--- src/sv/ace_pkg.sv ---
// Shared types, constants and codes of the alarm counter engine.
package ace_pkg;

  localparam int ALARM_SLOTS = 8;
  localparam int AIW        = (ALARM_SLOTS > 1) ? $clog2(ALARM_SLOTS) : 1;
  localparam int CNT_W      = 16;
  localparam int DVD_W      = CNT_W + 1;
  localparam int STEP_W     = $clog2(DVD_W + 1);
  localparam int QDEPTH     = 2;

  localparam int IN_TDATA_W  = 40;
  localparam int OUT_TDATA_W = 24;
  localparam int CFG_IDX_W   = 2;

  localparam logic [CNT_W-1:0] MODULUS_RESET     = 16'd10000;
  localparam logic [CNT_W-1:0] LEAST_CYCLE_RESET = 16'd1;
  localparam logic [CNT_W-1:0] MODULUS_FLOOR     = 16'd2;

  typedef enum logic [1:0] {
    CMD_TICK    = 2'd0,
    CMD_SET_REL = 2'd1,
    CMD_SET_ABS = 2'd2,
    CMD_CANCEL  = 2'd3
  } cmd_e;

  typedef enum logic [1:0] {
    ST_OK        = 2'd0,
    ST_BAD_INDEX = 2'd1,
    ST_BAD_VALUE = 2'd2,
    ST_NOT_BOUND = 2'd3
  } status_e;

  typedef enum logic [1:0] {
    CFG_MODULUS     = 2'd0,
    CFG_LEAST_CYCLE = 2'd1,
    CFG_ATTACHED    = 2'd2
  } cfg_idx_e;

  // Work kinds handed from the front to the back
  typedef enum logic [2:0] {
    OP_TICK,
    OP_SET_REL,
    OP_SET_ABS,
    OP_CANCEL,
    OP_REPORT
  } op_e;

  typedef enum logic [2:0] {
    S_IDLE,
    S_TICK_DIV,
    S_SCAN,
    S_WALK,
    S_RELOAD_DIV,
    S_SET_DIV,
    S_EMIT
  } state_e;

  typedef struct packed {
    logic [CNT_W-1:0]       mod_eff;
    logic [CNT_W-1:0]       least_cycle;
    logic [ALARM_SLOTS-1:0] attached;
  } cfg_t;

  typedef struct packed {
    op_e              op;
    logic [AIW-1:0]   idx;
    logic [CNT_W-1:0] arg;
    logic [CNT_W-1:0] cyc;
    status_e          status;
  } qent_t;

endpackage

--- src/sv/ace_rem.sv ---
// Bit-serial remainder unit: one dividend bit per cycle.
module ace_rem (
  input  logic                       clk_i,
  input  logic                       rst_ni,
  input  logic                       start_i,
  input  logic [ace_pkg::DVD_W-1:0]  dividend_i,
  input  logic [ace_pkg::CNT_W-1:0]  divisor_i,
  output logic                       done_o,
  output logic [ace_pkg::CNT_W-1:0]  rem_o
);
  import ace_pkg::*;

  logic              busy_q, busy_d;
  logic [STEP_W-1:0] cnt_q, cnt_d;
  logic [DVD_W-1:0]  dvd_q, dvd_d;
  logic [CNT_W-1:0]  rem_q, rem_d;
  logic [CNT_W-1:0]  div_q, div_d;
  logic [DVD_W-1:0]  trial;

  assign done_o = busy_q && (cnt_q == '0);
  assign rem_o  = rem_q;
  assign trial  = {rem_q, dvd_q[DVD_W-1]};

  // Load the operands on start, then shift in the next bit and subtract the divisor when it fits
  always_comb begin
    busy_d = busy_q;
    cnt_d  = cnt_q;
    dvd_d  = dvd_q;
    rem_d  = rem_q;
    div_d  = div_q;
    if (start_i) begin
      busy_d = 1'b1;
      cnt_d  = STEP_W'(DVD_W);
      dvd_d  = dividend_i;
      rem_d  = '0;
      div_d  = divisor_i;
    end else if (busy_q) begin
      if (cnt_q == '0) begin
        busy_d = 1'b0;
      end else begin
        cnt_d = cnt_q - STEP_W'(1);
        dvd_d = {dvd_q[DVD_W-2:0], 1'b0};
        if (trial >= {1'b0, div_q}) begin
          rem_d = CNT_W'(trial - {1'b0, div_q});
        end else begin
          rem_d = trial[CNT_W-1:0];
        end
      end
    end
  end

  always_ff @(posedge clk_i or negedge rst_ni) begin
    if (!rst_ni) begin
      busy_q <= 1'b0;
      cnt_q  <= '0;
    end else begin
      busy_q <= busy_d;
      cnt_q  <= cnt_d;
    end
  end

  always_ff @(posedge clk_i) begin
    dvd_q <= dvd_d;
    rem_q <= rem_d;
    div_q <= div_d;
  end

endmodule

--- src/sv/ace_front.sv ---
// Front end: accepts commands, checks them and queues them for the back end.
module ace_front (
  input  logic                            clk_i,
  input  logic                            rst_ni,
  input  ace_pkg::cfg_t                   cfg_i,
  input  logic                            s_axis_tvalid,
  output logic                            s_axis_tready,
  // tdata: alarm_index[3:0], start_or_offset[19:4], cycle_ticks[35:20], zero fill
  input  logic [ace_pkg::IN_TDATA_W-1:0]  s_axis_tdata,
  // tuser: cmd[1:0]
  input  logic [1:0]                      s_axis_tuser,
  output logic                            q_valid_o,
  output ace_pkg::qent_t                  q_entry_o,
  input  logic                            q_pop_i
);
  import ace_pkg::*;

  localparam int PW = (QDEPTH > 1) ? $clog2(QDEPTH) : 1;

  cmd_e             cmd;
  logic [3:0]       index_raw;
  logic [AIW-1:0]   idx;
  logic [CNT_W-1:0] arg;
  logic [CNT_W-1:0] cyc;
  qent_t            ent;
  logic             push;

  qent_t          mem_q [QDEPTH];
  logic [PW-1:0]  wr_q, wr_d, rd_q, rd_d;
  logic [PW:0]    cnt_q, cnt_d;

  assign cmd       = cmd_e'(s_axis_tuser);
  assign index_raw = s_axis_tdata[3:0];
  assign idx       = index_raw[AIW-1:0];
  assign arg       = s_axis_tdata[19:4];
  assign cyc       = s_axis_tdata[35:20];

  // Classify the command
  always_comb begin
    ent.idx    = idx;
    ent.arg    = arg;
    ent.cyc    = cyc;
    ent.status = ST_OK;
    ent.op     = OP_REPORT;
    case (cmd)
      CMD_TICK: begin
        ent.op = OP_TICK;
      end
      default: begin
        if (index_raw >= 4'(ALARM_SLOTS)) begin
          ent.status = ST_BAD_INDEX;
        end else if (cmd == CMD_CANCEL) begin
          ent.op = OP_CANCEL;
        end else if (cmd == CMD_SET_REL && arg == '0) begin
          ent.status = ST_BAD_VALUE;
        end else if (!cfg_i.attached[idx]) begin
          ent.status = ST_NOT_BOUND;
        end else if (cyc != '0 && cyc < cfg_i.least_cycle) begin
          ent.status = ST_BAD_VALUE;
        end else if (cmd == CMD_SET_REL) begin
          ent.op = OP_SET_REL;
        end else begin
          ent.op = OP_SET_ABS;
        end
      end
    endcase
  end

  // Two-entry queue between front and back
  assign s_axis_tready = (cnt_q != (PW+1)'(QDEPTH));
  assign push          = s_axis_tvalid && s_axis_tready;
  assign q_valid_o     = (cnt_q != '0);
  assign q_entry_o     = mem_q[rd_q];

  always_comb begin
    wr_d  = wr_q;
    rd_d  = rd_q;
    cnt_d = cnt_q;
    if (push) begin
      wr_d = (wr_q == PW'(QDEPTH-1)) ? '0 : wr_q + PW'(1);
    end
    if (q_pop_i) begin
      rd_d = (rd_q == PW'(QDEPTH-1)) ? '0 : rd_q + PW'(1);
    end
    case ({push, q_pop_i})
      2'b10:   cnt_d = cnt_q + (PW+1)'(1);
      2'b01:   cnt_d = cnt_q - (PW+1)'(1);
      default: cnt_d = cnt_q;
    endcase
  end

  always_ff @(posedge clk_i or negedge rst_ni) begin
    if (!rst_ni) begin
      wr_q  <= '0;
      rd_q  <= '0;
      cnt_q <= '0;
    end else begin
      wr_q  <= wr_d;
      rd_q  <= rd_d;
      cnt_q <= cnt_d;
    end
  end

  always_ff @(posedge clk_i) begin
    if (push) begin
      mem_q[wr_q] <= ent;
    end
  end

endmodule

--- src/sv/ace_back.sv ---
// Back end: runs queued commands against the counter and alarm table.
module ace_back (
  input  logic                             clk_i,
  input  logic                             rst_ni,
  input  ace_pkg::cfg_t                    cfg_i,
  input  logic                             q_valid_i,
  input  ace_pkg::qent_t                   q_entry_i,
  output logic                             q_pop_o,
  output logic                             m_axis_tvalid,
  input  logic                             m_axis_tready,
  // tdata: status[1:0], fired_alarm[4:2], counter_now[20:5], zero fill
  output logic [ace_pkg::OUT_TDATA_W-1:0]  m_axis_tdata,
  // tuser: fired
  output logic                             m_axis_tuser,
  output logic                             m_axis_tlast
);
  import ace_pkg::*;

  function automatic logic [AIW-1:0] lowest_set(input logic [ALARM_SLOTS-1:0] v);
    logic [AIW-1:0] r;
    r = '0;
    for (int i = ALARM_SLOTS - 1; i >= 0; i--) begin
      if (v[i]) r = AIW'(i);
    end
    return r;
  endfunction

  state_e state_q, state_d;

  op_e              op_q;
  logic [AIW-1:0]   idx_q;
  logic [CNT_W-1:0] cyc_q;
  logic [CNT_W-1:0] counter_q;

  logic             active_q [ALARM_SLOTS];
  logic [CNT_W-1:0] expiry_q [ALARM_SLOTS];
  logic [CNT_W-1:0] reload_q [ALARM_SLOTS];

  logic [ALARM_SLOTS-1:0] mask_q, match;
  logic [AIW-1:0]         sel, sel_q;
  logic [ALARM_SLOTS-1:0] mask_rest;

  status_e          res_status_q;
  logic             res_fired_q, res_last_q;
  logic [AIW-1:0]   res_alarm_q;

  logic             out_valid_q;
  logic [2:0]       out_alarm_q;
  status_e          out_status_q;
  logic [CNT_W-1:0] out_count_q;
  logic             out_fired_q, out_last_q;
  logic             out_free, out_load;

  logic             rem_start, rem_done;
  logic [DVD_W-1:0] rem_dvd;
  logic [CNT_W-1:0] rem_val;

  ace_rem u_rem (
    .clk_i      (clk_i),
    .rst_ni     (rst_ni),
    .start_i    (rem_start),
    .dividend_i (rem_dvd),
    .divisor_i  (cfg_i.mod_eff),
    .done_o     (rem_done),
    .rem_o      (rem_val)
  );

  // Compare every bound, active alarm against the new count
  always_comb begin
    for (int i = 0; i < ALARM_SLOTS; i++) begin
      match[i] = active_q[i] && cfg_i.attached[i] && (expiry_q[i] == counter_q);
    end
  end

  assign sel       = lowest_set(mask_q);
  assign mask_rest = mask_q & ~(ALARM_SLOTS'(1) << sel);
  assign out_free  = !out_valid_q || m_axis_tready;

  // Next state
  always_comb begin
    state_d = state_q;
    case (state_q)
      S_IDLE: begin
        if (q_valid_i) begin
          case (q_entry_i.op)
            OP_TICK:    state_d = S_TICK_DIV;
            OP_SET_REL: state_d = S_SET_DIV;
            OP_SET_ABS: state_d = S_SET_DIV;
            default:    state_d = S_EMIT;
          endcase
        end
      end
      S_TICK_DIV:   if (rem_done) state_d = S_SCAN;
      S_SCAN:       state_d = (match == '0) ? S_EMIT : S_WALK;
      S_WALK:       state_d = (reload_q[sel] != '0) ? S_RELOAD_DIV : S_EMIT;
      S_RELOAD_DIV: if (rem_done) state_d = S_EMIT;
      S_SET_DIV:    if (rem_done) state_d = S_EMIT;
      S_EMIT: begin
        if (out_free) begin
          state_d = (op_q == OP_TICK && mask_q != '0) ? S_WALK : S_IDLE;
        end
      end
      default: state_d = S_IDLE;
    endcase
  end

  // Control outputs
  always_comb begin
    q_pop_o   = 1'b0;
    rem_start = 1'b0;
    rem_dvd   = {1'b0, counter_q} + DVD_W'(1);
    out_load  = 1'b0;
    case (state_q)
      S_IDLE: begin
        q_pop_o = q_valid_i;
        case (q_entry_i.op)
          OP_TICK: begin
            rem_start = q_valid_i;
          end
          OP_SET_REL: begin
            rem_start = q_valid_i;
            rem_dvd   = {1'b0, counter_q} + {1'b0, q_entry_i.arg};
          end
          OP_SET_ABS: begin
            rem_start = q_valid_i;
            rem_dvd   = {1'b0, q_entry_i.arg};
          end
          default: rem_start = 1'b0;
        endcase
      end
      S_WALK: begin
        rem_start = (reload_q[sel] != '0);
        rem_dvd   = {1'b0, counter_q} + {1'b0, reload_q[sel]};
      end
      S_EMIT: begin
        out_load = out_free;
      end
      default: q_pop_o = 1'b0;
    endcase
  end

  always_ff @(posedge clk_i or negedge rst_ni) begin
    if (!rst_ni) begin
      state_q <= S_IDLE;
    end else begin
      state_q <= state_d;
    end
  end

  // Hold the counter
  always_ff @(posedge clk_i or negedge rst_ni) begin
    if (!rst_ni) begin
      counter_q <= '0;
    end else if (state_q == S_TICK_DIV && rem_done) begin
      counter_q <= rem_val;
    end
  end

  // Update active flags
  always_ff @(posedge clk_i or negedge rst_ni) begin
    if (!rst_ni) begin
      for (int i = 0; i < ALARM_SLOTS; i++) active_q[i] <= 1'b0;
    end else begin
      if (state_q == S_IDLE && q_valid_i && q_entry_i.op == OP_CANCEL) begin
        active_q[q_entry_i.idx] <= 1'b0;
      end
      if (state_q == S_WALK && reload_q[sel] == '0) begin
        active_q[sel] <= 1'b0;
      end
      if (state_q == S_SET_DIV && rem_done) begin
        active_q[idx_q] <= 1'b1;
      end
    end
  end

  // Write expiry and reload entries
  always_ff @(posedge clk_i) begin
    if (state_q == S_SET_DIV && rem_done) begin
      expiry_q[idx_q] <= rem_val;
      reload_q[idx_q] <= cyc_q;
    end
    if (state_q == S_RELOAD_DIV && rem_done) begin
      expiry_q[sel_q] <= rem_val;
    end
  end

  // Capture the command and build the pending result
  always_ff @(posedge clk_i) begin
    if (state_q == S_IDLE && q_valid_i) begin
      op_q         <= q_entry_i.op;
      idx_q        <= q_entry_i.idx;
      cyc_q        <= q_entry_i.cyc;
      res_status_q <= q_entry_i.status;
      res_fired_q  <= 1'b0;
      res_alarm_q  <= '0;
      res_last_q   <= 1'b1;
      mask_q       <= '0;
    end
    if (state_q == S_SCAN) begin
      mask_q <= match;
    end
    if (state_q == S_WALK) begin
      sel_q       <= sel;
      mask_q      <= mask_rest;
      res_fired_q <= 1'b1;
      res_alarm_q <= sel;
      res_last_q  <= (mask_rest == '0);
    end
  end

  // Output register
  always_ff @(posedge clk_i or negedge rst_ni) begin
    if (!rst_ni) begin
      out_valid_q <= 1'b0;
    end else if (out_load) begin
      out_valid_q <= 1'b1;
    end else if (m_axis_tready) begin
      out_valid_q <= 1'b0;
    end
  end

  always_ff @(posedge clk_i) begin
    if (out_load) begin
      out_status_q <= res_status_q;
      out_fired_q  <= res_fired_q;
      out_alarm_q  <= 3'(res_alarm_q);
      out_count_q  <= counter_q;
      out_last_q   <= res_last_q;
    end
  end

  assign m_axis_tvalid = out_valid_q;
  assign m_axis_tdata  = {3'b000, out_count_q, out_alarm_q, out_status_q};
  assign m_axis_tuser  = out_fired_q;
  assign m_axis_tlast  = out_last_q;

endmodule

--- src/sv/alarm_counter_engine.sv ---
// Top level of the alarm counter engine: config registers, front end, queue and back end.
// Path to the result register: a rejected set or a cancel goes straight to emit; a valid set
// first runs the remainder unit; a tick runs it, then scans for matches. Each fired alarm is
// then walked and emitted, with one more remainder run for a reload (single shot needs none).
// One command is in the back end at a time; a 2-entry queue takes new commands.
// Reset: asynchronous active low; clears counter, active flags, queue and config to defaults.
module alarm_counter_engine (
  input  logic                            clk_i,
  input  logic                            rst_ni,
  input  logic                            cfg_valid_i,
  output logic                            cfg_ready_o,
  input  logic [ace_pkg::CFG_IDX_W-1:0]   cfg_index_i,
  input  logic [ace_pkg::CNT_W-1:0]       cfg_data_i,
  input  logic                            s_axis_tvalid,
  output logic                            s_axis_tready,
  // tdata: alarm_index[3:0], start_or_offset[19:4], cycle_ticks[35:20], zero fill
  input  logic [ace_pkg::IN_TDATA_W-1:0]  s_axis_tdata,
  // tuser: cmd[1:0]
  input  logic [1:0]                      s_axis_tuser,
  output logic                            m_axis_tvalid,
  input  logic                            m_axis_tready,
  // tdata: status[1:0], fired_alarm[4:2], counter_now[20:5], zero fill
  output logic [ace_pkg::OUT_TDATA_W-1:0] m_axis_tdata,
  // tuser: fired
  output logic                            m_axis_tuser,
  output logic                            m_axis_tlast
);
  import ace_pkg::*;

  logic [CNT_W-1:0]       modulus_q;
  logic [CNT_W-1:0]       least_cycle_q;
  logic [ALARM_SLOTS-1:0] attached_q;
  cfg_t                   cfg;
  logic                   q_valid, q_pop;
  qent_t                  q_entry;

  assign cfg_ready_o = 1'b1;

  // Configuration registers
  always_ff @(posedge clk_i or negedge rst_ni) begin
    if (!rst_ni) begin
      modulus_q     <= MODULUS_RESET;
      least_cycle_q <= LEAST_CYCLE_RESET;
      attached_q    <= '0;
    end else if (cfg_valid_i) begin
      case (cfg_idx_e'(cfg_index_i))
        CFG_MODULUS:     modulus_q     <= cfg_data_i;
        CFG_LEAST_CYCLE: least_cycle_q <= cfg_data_i;
        CFG_ATTACHED:    attached_q    <= cfg_data_i[ALARM_SLOTS-1:0];
        default:         modulus_q     <= modulus_q;
      endcase
    end
  end

  // Clamp the modulus to at least two
  assign cfg.mod_eff     = (modulus_q < MODULUS_FLOOR) ? MODULUS_FLOOR : modulus_q;
  assign cfg.least_cycle = least_cycle_q;
  assign cfg.attached    = attached_q;

  ace_front u_front (
    .clk_i         (clk_i),
    .rst_ni        (rst_ni),
    .cfg_i         (cfg),
    .s_axis_tvalid (s_axis_tvalid),
    .s_axis_tready (s_axis_tready),
    .s_axis_tdata  (s_axis_tdata),
    .s_axis_tuser  (s_axis_tuser),
    .q_valid_o     (q_valid),
    .q_entry_o     (q_entry),
    .q_pop_i       (q_pop)
  );

  ace_back u_back (
    .clk_i         (clk_i),
    .rst_ni        (rst_ni),
    .cfg_i         (cfg),
    .q_valid_i     (q_valid),
    .q_entry_i     (q_entry),
    .q_pop_o       (q_pop),
    .m_axis_tvalid (m_axis_tvalid),
    .m_axis_tready (m_axis_tready),
    .m_axis_tdata  (m_axis_tdata),
    .m_axis_tuser  (m_axis_tuser),
    .m_axis_tlast  (m_axis_tlast)
  );

`ifndef SYNTHESIS
  // A fired result always reports status ok
  assert property (@(posedge clk_i) disable iff (!rst_ni)
    m_axis_tvalid && m_axis_tuser |-> m_axis_tdata[1:0] == ST_OK)
    else $error("fired result with nonzero status");

  // A fired result names an existing alarm
  assert property (@(posedge clk_i) disable iff (!rst_ni)
    m_axis_tvalid && m_axis_tuser |-> {1'b0, m_axis_tdata[4:2]} < 4'(ALARM_SLOTS))
    else $error("fired alarm index out of range");

  // A result that reports no expiry is the only one of its transaction
  assert property (@(posedge clk_i) disable iff (!rst_ni)
    m_axis_tvalid && !m_axis_tuser |-> m_axis_tlast)
    else $error("non-fired result not marked last");

  // The queue is never popped while empty
  assert property (@(posedge clk_i) disable iff (!rst_ni)
    q_pop |-> q_valid)
    else $error("pop from empty queue");
`endif

endmodule
--- config.mk ---
export PLATFORM = sky130hd
export DESIGN_NAME = alarm_counter_engine
export DESIGN_NICKNAME = d
export VERILOG_FILES = /design/src/sv/ace_pkg.sv /design/src/sv/ace_rem.sv /design/src/sv/ace_front.sv /design/src/sv/ace_back.sv /design/src/sv/alarm_counter_engine.sv
export SDC_FILE = /design/constraint.sdc
export NUM_CORES = 1
export LEC_CHECK = 0
export BUFFER_PORTS_ARGS = -buffer_cell sky130_fd_sc_hd__clkbuf_2
export CAP_MARGIN = 20
export CORE_MARGIN = 2
export CORE_UTILIZATION = 33
export DETAILED_ROUTE_END_ITERATION = 7
export GPL_TIMING_DRIVEN = 0
export PLACE_DENSITY = 0.58
export SLEW_MARGIN = 0
export SYNTH_ARGS = -nofsm -noshare
export SYNTH_HDL_FRONTEND = slang
export SYNTH_SLANG_ARGS = --single-unit
--- constraint.sdc ---
create_clock -name clk_i -period 11.9 [get_ports clk_i]
set_clock_uncertainty 0.05 [all_clocks]
set_input_delay 1.785 -clock clk_i [delete_from_list [all_inputs] [get_ports clk_i]]
set_output_delay 1.785 -clock clk_i [all_outputs]
set_load 0.005 [all_outputs]
==> run_results.csv, run 1 <==
group,metric,value,unit
critical_path,timing.critical_path.slowest_cell_delay,730,ps
critical_path,r2r_cells,15,
critical_path,cp.depth,15,
critical_path,worstPathArrival,6000,ps
clocking,root_buffer,"clkbuf_16",
outcome,status,"finished, final reports clean",
routing,ant_nets,0,
timing,relSlewSlack,0.1472,
timing,finalCritPeriodShare,0.4783,
worst_hold_path,hp-class,"flop to flop",
worst_hold_path,hold_end,"u_back.out_status_q[1]",
power_and_ir_drop,power,4.210,mW
critical_path,rr_endpoint,"u_back.u_rem.dvd_q[15]",
routing,routed_wl,71820,microns
global_routing,grt_start_max_net_pins,49,
final_layout,final_util,0.3860,
place,io_buffer_count,83,
run,maxCapViolations,0,
timing,setup_viol,0,
synthesis,yosys.area.top_type_share,0.5186,
place,dpl_cell_area,26930,sq um
final_layout,synthToLayoutAreaGrowth,15.54,%
timing,hold_viol_final,0,
critical_path,crit_type,"flop to flop",
clocking,postCtsHoldBufs,0,
critical_path,cp-end-kind,"flop",
floorplan,coreArea,74700,sq um
place,dp.final_hpwl,52640,microns
global_routing,antenna_found_initial,0,
global_routing,grt_overflow,0,
critical_path,worst_setup_path_start_kind,"flop",
critical_path,critPathBufInv,3,
critical_path,cp_cell_sequence,"clkbuf_1 -> clkbuf_1 -> buf_1 -> mux2_2 -> ha_1 -> nand3_1 -> o2111ai_1 -> a21o_1 -> a41o_1 -> o41ai_1 -> o21ai_0 -> xor2_1 -> a221oi_1 -> o221a_2 -> a2bb2oi_1",
final_layout,diodes,0,
clocking,cts-resized-gates,0,
synthesis,synthTopCellsByArea,"edfxtp_1 (52%), dfrtp_1 (7.2%), xnor2_1 (5.7%), mux2_2 (4.4%), ha_1 (3.5%)",
global_routing,grt_pass1_wl,105500,microns
synthesis,netlist_instances,1880,
synthesis,synthArstFlopShare,0.1483,
power_and_ir_drop,ir_drop,0.1361,mV
clocking,cts_buffers,56,
floorplan,die_y,279.0,microns
routing,first_pass_iters,8,
routing,drt_iter0_drc,1535,
worst_hold_path,worstHoldStart,"u_back.res_status_q[1]",
final_layout,fillers,6976,
floorplan,core.rowCount,100,
timing,grt_setup_unrepaired,"false",
timing,drv_slew,0,
power_and_ir_drop,p_leak,10.49,nW
floorplan,die_w,279.0,microns
final_layout,multi_input_area,8975,sq um
critical_path,path_delay_family,"compound AO/OA/AOI/OAI gates",
routing,vias,16150,
place,gp_congestion,0.8883,
routing,wire_per_inst,23.46,microns
critical_path,crit_top_cell,"clkbuf_1",
critical_path,r2r_start,"u_front.rd_q",
timing,worst_pin_slew,1268,ps
synthesis,yosysWarnings,0,
timing,fin_setup_tns,0,ps
synthesis,ys_types,101,
floorplan,start_util,0.3341,
critical_path,crit_slowest_cell,"buf_1",
global_routing,grt_usage,0.1835,
critical_path,crit_required,12210,ps
power_and_ir_drop,cellPowerDensity,146.0,nW/um^2
synthesis,syn_area_per_cell,13.27,sq um
global_routing,grt_pass1_vias,16220,
final_layout,seq_area,15240,sq um
clocking,cts_sinks,526,
clocking,htree_levels,2,
synthesis,syn-cell-area,24960,sq um
routing,drcViolationCount,0,
critical_path,r2r_slack,6210,ps
floorplan,fp.dieArea,77840,sq um
synthesis,synth-seq-cells,526,
clocking,postCtsSetupRepairBufs,0,
critical_path,cp_max_fo,10,
timing,max_freq,0.1757,GHz
worst_hold_path,hold_depth,0,
floorplan,ios,94,
clocking,cts_tree,"built",
routing,vias_per_cell,5.277,
final_layout,nNetsFinal,2184,
final_layout,fin_area,28830,sq um
clocking,insertion_delay,610,ps
synthesis,yosysSeqAreaShare,0.6108,
synthesis,synth_top_area_cell,"edfxtp_1",
synthesis,yosys.cell_count.top_type,"edfxtp_1",
timing,layout_min_cycle_time,5692,ps
synthesis,synthTopCellsByCount,"edfxtp_1 (431), xnor2_1 (161), nor2_1 (139)",
synthesis,ys.flop_type,"edfxtp_1",
clocking,clock_path_buffers,3,
synthesis,synth-edff-count,431,
clocking,path_clk_slew,60,ps
final_layout,drive_above_1_share,0.1946,
==> per-layer routing <==
layer,up-vias,part of all wire,global-route usage
li1,7381,-,-
met1,8125,0.44,0.2470
met2,547,0.47,0.3016
met3,101,0.063,0.03330
met4,0,0.027,0.05542
met5,-,0,0
==> placed cells by master (no fill, tap or decap), drive strengths merged, types with 13 or more instances in the layout <==
master,instances
nand2b,13
xnor2,161
a21o,20
nor2,142
o31ai,14
o221ai,13
a21oi,62
nor3,34
clkbuf,209
xor2,26
o21ai,58
edfxtp,431
ha,70
dfrtp,72
nand2,78
mux2,102
nand4,49
inv,84
mux2i,28
o21a,16
clkinv,18
a211oi,20
nand3,36
o211ai,16
and3,14
buf,65
dfxtp,17
nor4,29
nor2b,23
==> where the power goes <==
part / internal, mW / total (mW) / switching, mW
logic: 0.116 / 0.293 / 0.177
clock network: 1.04 / 1.78 / 0.741
registers: 2.09 / 2.14 / 0.0479
==> worst reg2reg max path, delay by kind of cell (launching register included) <==
family	cells	cell delay [ps]
compound gates	8	2230
xor+xnor	1	180
fa+ha+maj	1	360
buf+inv	3	1700
flops	1	320
mux	1	500
simple gates	1	110
==> through the flow <==
stage | worst slack (ps) | hold WS, ps | std cells
final | 6208 | 370.1 | 3061
after global routing | 5953 | 381.0 | 3061
after CTS | 6275 | 373.6 | 3059
after detailed placement | 6280 | 360.7 | 2955
after global placement | 6347 | 357.9 | 2934
after floorplan | 7720 | 350.3 | 1882
==> cell families after synthesis <==
group | Yosys count | synth area share
fa+ha+maj | 75 | 0.03831
xor+xnor | 187 | 0.06563
flops | 526 | 0.6108
buf+inv | 174 | 0.03154
other cells | 2 | 0.0003009
compound gates | 329 | 0.1020
simple gates | 455 | 0.09180
mux | 132 | 0.05966
==> worst max-delay path by stage <==
stage	startpoint	endpoint	slack [ps]
after floorplan	u_front.rd_q	u_back.u_rem.dvd_q[15]	7720
after global placement	u_front.rd_q	u_back.u_rem.dvd_q[15]	6350
after detailed placement	u_front.rd_q	u_back.u_rem.dvd_q[15]	6280
after CTS	u_front.rd_q	u_back.u_rem.dvd_q[15]	6270
after global routing	u_front.rd_q	u_back.u_rem.dvd_q[15]	5950
final	u_front.rd_q	u_back.u_rem.dvd_q[15]	6210
==> sequential cells by signal (all words and copies together), names as in the netlist, 3 cells and up <==
signal / flops
u_back.reload_q: 128
least_cycle_q: 16
u_back.sel_q: 3
u_back.cyc_q: 16
u_back.state_q: 3
u_back.counter_q: 16
attached_q: 8
u_back.u_rem.dvd_q: 17
u_back.u_rem.div_q: 16
u_back.out_alarm_q: 3
u_back.out_count_q: 16
u_back.active_q: 8
modulus_q: 16
u_back.u_rem.cnt_q: 5
u_back.mask_q: 8
u_back.idx_q: 3
u_front.mem_q: 80
u_back.op_q: 3
u_back.u_rem.rem_o: 16
u_back.res_alarm_q: 3
u_back.expiry_q: 128
==> final cells by class <==
| cell class | instances | area share |
|---|---|---|
| flip-flops and latches | 526 | 0.5286 |
| well taps | 969 | 0.04205 |
| clock buffers | 76 | 0.05476 |
| multi-input cells | 1182 | 0.3113 |
| repair buffers | 106 | 0.02595 |
| inverters | 82 | 0.01068 |
| plain buffers | 92 | 0.01662 |
| clock inverters | 28 | 0.01002 |
(Power assumes the default switching activity.)
==> run 2, diff against run 1 <==
Settings changed: PLACE_DENSITY 0.58 to 0.6.
Clock period 11.9 ns to 5.1 ns, I/O delays scaled along.
==> run 2 against run 1 <==
Against the previous run: utilization is 0.17 points higher; total power rose by 130%; fmax rose by 15%; combinational power increased by 130%; worst setup slack worse by 6100 ps; critical path type unchanged; critical endpoint is now u_back.u_rem.dvd_q[16]; largest cell class unchanged; highest routed layer unchanged.
==> run_results.csv, run 2 (same netlist as run 1, synthesis figures left out) <==
group,metric,value,unit
critical_path,cp_cell_sequence,"nand2b_1 -> a211oi_4 -> nand3_2 -> buf_4 -> buf_6 -> o221ai_1 -> o22ai_1 -> or2_2 -> ha_1 -> or3_1 -> o211ai_1 -> a31oi_2 -> a21o_1 -> a21oi_1 -> nor2b_1 -> nor4_2 -> o311a_1 -> a2bb2oi_1",
place,gp_congestion,0.9105,
timing,worst_pin_slew,1083,ps
final_layout,diodes,0,
clocking,postCtsHoldBufs,0,
critical_path,cp_max_fo,10,
timing,layout_min_cycle_time,4962,ps
place,io_buffer_count,83,
critical_path,r2r_cells,18,
timing,hold_ws,29.92,ps
final_layout,final_common_cell,"edfxtp_1",
critical_path,cp-end-kind,"flop",
clocking,root_buffer,"clkbuf_16",
worst_hold_path,hp-class,"primary input to async pin",
global_routing,antenna_found_initial,0,
power_and_ir_drop,power,9.689,mW
clocking,cts_sinks,526,
routing,vias_per_cell,5.350,
floorplan,die_y,279.0,microns
final_layout,top_regs,"u_back.expiry_q x128, u_back.reload_q x128, u_front.mem_q x80",
run,maxCapViolations,0,
place,dp.final_hpwl,51980,microns
floorplan,coreArea,74700,sq um
routing,wire_per_inst,23.37,microns
timing,max_freq,0.2015,GHz
clocking,cts_tree,"built",
place,place_inst,2954,
critical_path,r2r_slack,140,ps
routing,vias,16420,
critical_path,rr_endpoint,"u_back.u_rem.dvd_q[16]",
power_and_ir_drop,cellPowerDensity,334.6,nW/um^2
global_routing,grt_overflow,0,
final_layout,synthToLayoutAreaGrowth,16.05,%
clocking,cts_buffers,55,
timing,finalCritPeriodShare,0.9730,
floorplan,core.rowCount,100,
clocking,clock_path_buffers,3,
final_layout,drive_above_1_share,0.2061,
routing,routed_wl,71750,microns
routing,drt_iter0_drc,1560,
critical_path,critPathBufInv,2,
global_routing,grt_start_max_net_pins,56,
critical_path,worst_setup_path_start_kind,"flop",
critical_path,worstPathArrival,5290,ps
global_routing,grt_usage,0.1825,
routing,ant_nets,0,
timing,setup_viol,0,
floorplan,die_w,279.0,microns
timing,relSlewSlack,0.2781,
floorplan,fp.dieArea,77840,sq um
floorplan,start_util,0.3341,
clocking,htree_levels,2,
routing,first_pass_iters,6,
final_layout,instances_no_fill,3070,
critical_path,crit_type,"flop to flop",
routing,drcViolationCount,0,
power_and_ir_drop,ir_drop,0.2525,mV
final_layout,final_cell_mix,"edfxtp_1 (431), xnor2_1 (161), nor2_1 (129)",
floorplan,ios,94,
critical_path,r2r_start,"u_back.mask_q[6]",
outcome,status,"finished, final reports clean",
final_layout,nNetsFinal,2194,
power_and_ir_drop,p_leak,10.55,nW
critical_path,crit_required,5430,ps
clocking,insertion_delay,630,ps
critical_path,path_delay_family,"compound AO/OA/AOI/OAI gates",
global_routing,grt_pass1_wl,105700,microns
final_layout,fillers,6906,
critical_path,timing.critical_path.slowest_cell_delay,460,ps
timing,hold_viol_final,0,
timing,drv_slew,0,
critical_path,crit_slowest_cell,"edfxtp_1",
clocking,path_clk_slew,60,ps
global_routing,grt_pass1_vias,16450,
[run 2: cell types whose count changed in the layout (fill, tap and decap cells not counted), moves of 3 or more]
cell	change
buf_4	+7
clkinv_4	-3
inv_4	+3
buf_2	+3
clkbuf_8	+3
bufinv_16	-4
inv_6	+3
clkinv_2	-6
[run 2: metrics by stage]
step | util | area [sq um] | setup WS [ps] | setup TNS [ps]
2_1_floorplan | - | 24960 | 920.1 | 0
4_1_cts | 0.3852 | 28770 | 36.46 | 0
5_1_grt | 0.3877 | 28960 | -6.399 | -6.399
6_report | 0.3877 | 28960 | 137.7 | 0
3_3_place_gp | 0.3560 | 26590 | -436.7 | -450.4
3_5_place_dp | 0.3606 | 26940 | -399.6 | -3438
[run 2: metal layers]
layer  share of wire  track usage  up-vias
met3           0.062      0.02920      128
met4           0.033      0.06576        0
li1                -            -     7393
met5               0            0        -
met2            0.47       0.3007      602
met1            0.43       0.2434     8301
[run 2: final cells by class]
cell class	count	area [sq um]	share of cell area
Clock buffer	84	1668	0.05759
Tap cell	969	1212	0.04186
Timing Repair Buffer	116	823.3	0.02843
Multi-Input combinational cell	1182	9064	0.3130
Timing Repair inverter	1	5.005	0.0001728
Clock inverter	18	147.6	0.005098
Buffer	92	486.7	0.01681
Inverter	82	311.5	0.01076
Sequential cell	526	15240	0.5263
[run 2: where the power goes]
group          internal (mW)  switching [mW]
combinational          0.271           0.413
clock                   2.31            1.70
sequential              4.87           0.111
total                   7.46            2.23
[run 2: timing repair]
action | CTS | global route
setup buffers | 0 | 9
setup endpoints to repair | 20 | 21
gates resized for setup | 4 | 16
pin swaps | 0 | 3
gates cloned | 1 | 0
[run 2: worst max path at each step]
| stage | endpoint | cells past startpoint | start |
|---|---|---|---|
| finish | u_back.u_rem.dvd_q[16] | 18 | u_back.mask_q[6] |
| global route | u_back.u_rem.dvd_q[16] | 18 | u_back.mask_q[6] |
| CTS | u_back.u_rem.dvd_q[16] | 17 | u_back.mask_q[6] |
| detailed placement | u_back.u_rem.dvd_q[15] | 15 | u_front.rd_q |
| global placement | u_back.u_rem.dvd_q[15] | 15 | u_front.rd_q |
| floorplan | u_back.u_rem.dvd_q[15] | 15 | u_front.rd_q |
==> run 3, diff against run 2 <==
Settings changed: PLACE_DENSITY 0.6 to 0.58.
Clock period 5.1 ns to 4.85 ns, I/O delays scaled along.
==> run 3 against run 2 <==
Against the previous run: final area grew 0.30%; worst setup slack lost 10 ps; first-iteration DRC count shrank 4.2%; total power grew 6.6%; sequential share of layout area shrank 0.16 points; fmax grew 5.1%; critical path depth grew 3; global-route usage grew 0.16 points; count of clock-buffer cells in the layout shrank 8; critical endpoint unchanged; highest routed layer unchanged.
==> run_results.csv, run 3 (same netlist as run 1, synthesis figures left out) <==
group,metric,value,unit
floorplan,core.rowCount,100,
routing,drcViolationCount,0,
clocking,insertion_delay,610,ps
timing,hold_ws,44.39,ps
final_layout,nNetsFinal,2195,
timing,finalCritPeriodShare,0.9737,
floorplan,coreArea,74700,sq um
clocking,root_buffer,"clkbuf_16",
place,dp.final_hpwl,52640,microns
critical_path,worstPathArrival,5030,ps
critical_path,worst_setup_path_start_kind,"flop",
final_layout,fillers,6956,
timing,worst_pin_slew,1183,ps
timing,relSlewSlack,0.2038,
final_layout,fin_area,29050,sq um
clocking,cts_buffers,56,
final_layout,final_common_cell,"edfxtp_1",
final_layout,diodes,0,
final_layout,seq_area,15240,sq um
clocking,cts_sinks,526,
clocking,postCtsHoldBufs,0,
routing,wire_per_inst,23.49,microns
timing,drv_slew,0,
timing,grt_setup_unrepaired,"true",
critical_path,crit_type,"flop to flop",
routing,first_pass_iters,7,
run,maxCapViolations,0,
clocking,path_clk_slew,60,ps
final_layout,multi_input_area,9091,sq um
critical_path,cp-end-kind,"flop",
global_routing,antenna_found_initial,0,
global_routing,grt_usage,0.1841,
timing,max_freq,0.2118,GHz
timing,hold_viol_final,0,
routing,drt_iter0_drc,1494,
outcome,status,"finished, final reports clean",
place,io_buffer_count,83,
floorplan,die_y,279.0,microns
routing,ant_nets,0,
global_routing,grt_pass1_vias,16300,
final_layout,synthToLayoutAreaGrowth,16.40,%
floorplan,fp.dieArea,77840,sq um
routing,routed_wl,72160,microns
critical_path,cp_max_fo,10,
floorplan,ios,94,
final_layout,final_cell_mix,"edfxtp_1 (431), xnor2_1 (161), nor2_1 (128)",
place,dp_slack,-770.2,ps
clocking,htree_levels,2,
clocking,cts_tree,"built",
routing,vias_per_cell,5.303,
power_and_ir_drop,p_leak,10.58,nW
global_routing,grt_start_max_net_pins,49,
place,gp_congestion,0.8883,
timing,layout_min_cycle_time,4722,ps
clocking,clock_path_buffers,3,
final_layout,top_regs,"u_back.expiry_q x128, u_back.reload_q x128, u_front.mem_q x80",
power_and_ir_drop,cellPowerDensity,355.5,nW/um^2
worst_hold_path,hp-class,"primary input to async pin",
floorplan,die_w,279.0,microns
final_layout,drive_above_1_share,0.2111,
global_routing,grt_overflow,0,
global_routing,grt_pass1_wl,105900,microns
power_and_ir_drop,ir_drop,0.3336,mV
routing,vias,16290,
timing,final.setup.worst_slack,127.6,ps
power_and_ir_drop,power,10.33,mW
floorplan,start_util,0.3341,
timing,setup_viol,0,
critical_path,crit_required,5160,ps
place,dpl_cell_area,26930,sq um
## run 3: cell count changes in the layout (fill, tap and decap cells not counted), sizes merged
cell      delta
bufinv       +4
buf          -1
inv          -5
clkinv      +10
clkbuf       -7
clkinvlp     +1
## run 3: metal layers
metal | GRT usage | routed length [microns]
met3 | 0.03473 | 4943
met1 | 0.2462 | 30970
met2 | 0.3028 | 34130
met5 | 0 | 0
met4 | 0.05721 | 2110
## run 3: area by class of cell
class,instances,area share
multi-input cells,1182,0.3130
clock inverters,28,0.009950
clock buffers,76,0.05436
flip-flops and latches,526,0.5247
plain buffers,91,0.01727
well taps,969,0.04174
repair buffers,117,0.02804
repair inverters,1,0.0001723
inverters,82,0.01073
## run 3: final timing paths
path,from,to,slack (ps),depth (start not counted)
setup / recovery,u_back.mask_q[5],u_back.u_rem.dvd_q[16],130,21
hold / removal,rst_ni,modulus_q[5],40,1
setup reg to reg,u_back.mask_q[5],u_back.u_rem.dvd_q[16],130,21
hold reg to reg,u_back.res_status_q[1],u_back.out_status_q[1],370,0
max in group asynchronous,rst_ni,u_back.counter_q[13],4070,2
min in group clk_i,s_axis_tdata[7],u_front.mem_q[1][21],280,1
## run 3: critical path: stages, from the launching register on
cell	delay, ps
edfxtp_1	360
buf_4	190
o31ai_4	350
buf_6	190
nand3_1	120
buf_6	190
o221ai_2	210
inv_1	100
a211o_1	370
ha_1	250
inv_1	70
fa_1	210
nor2b_2	60
o31a_1	280
o211ai_1	300
a31oi_2	140
a21o_1	200
a21oi_2	180
nor2b_1	60
nor4_1	270
o311a_1	230
a2bb2oi_1	70
## run 3: metrics by stage
step | std cells | util | setup TNS, ps
2_1_floorplan | 1882 | - | 0
3_3_place_gp | 2934 | 0.3560 | -8697
3_5_place_dp | 2955 | 0.3606 | -10450
4_1_cts | 3066 | 0.3870 | 0
5_1_grt | 3072 | 0.3889 | -75.76
6_report | 3072 | 0.3889 | 0
## run 3: where the power goes
group          total, mW  internal [mW]  switching [mW]
clock               4.36           2.55            1.81
sequential          5.24           5.13           0.118
combinational      0.720          0.285           0.435
total               10.3           7.96            2.37
## run 3: what timing repair did
action / CTS / global route
pin swaps: 3 / 10
endpoints found under the setup margin: 23 / 4
cloned: 1 / 0
buffers inserted: 6 / 5
resized for setup: 11 / 27
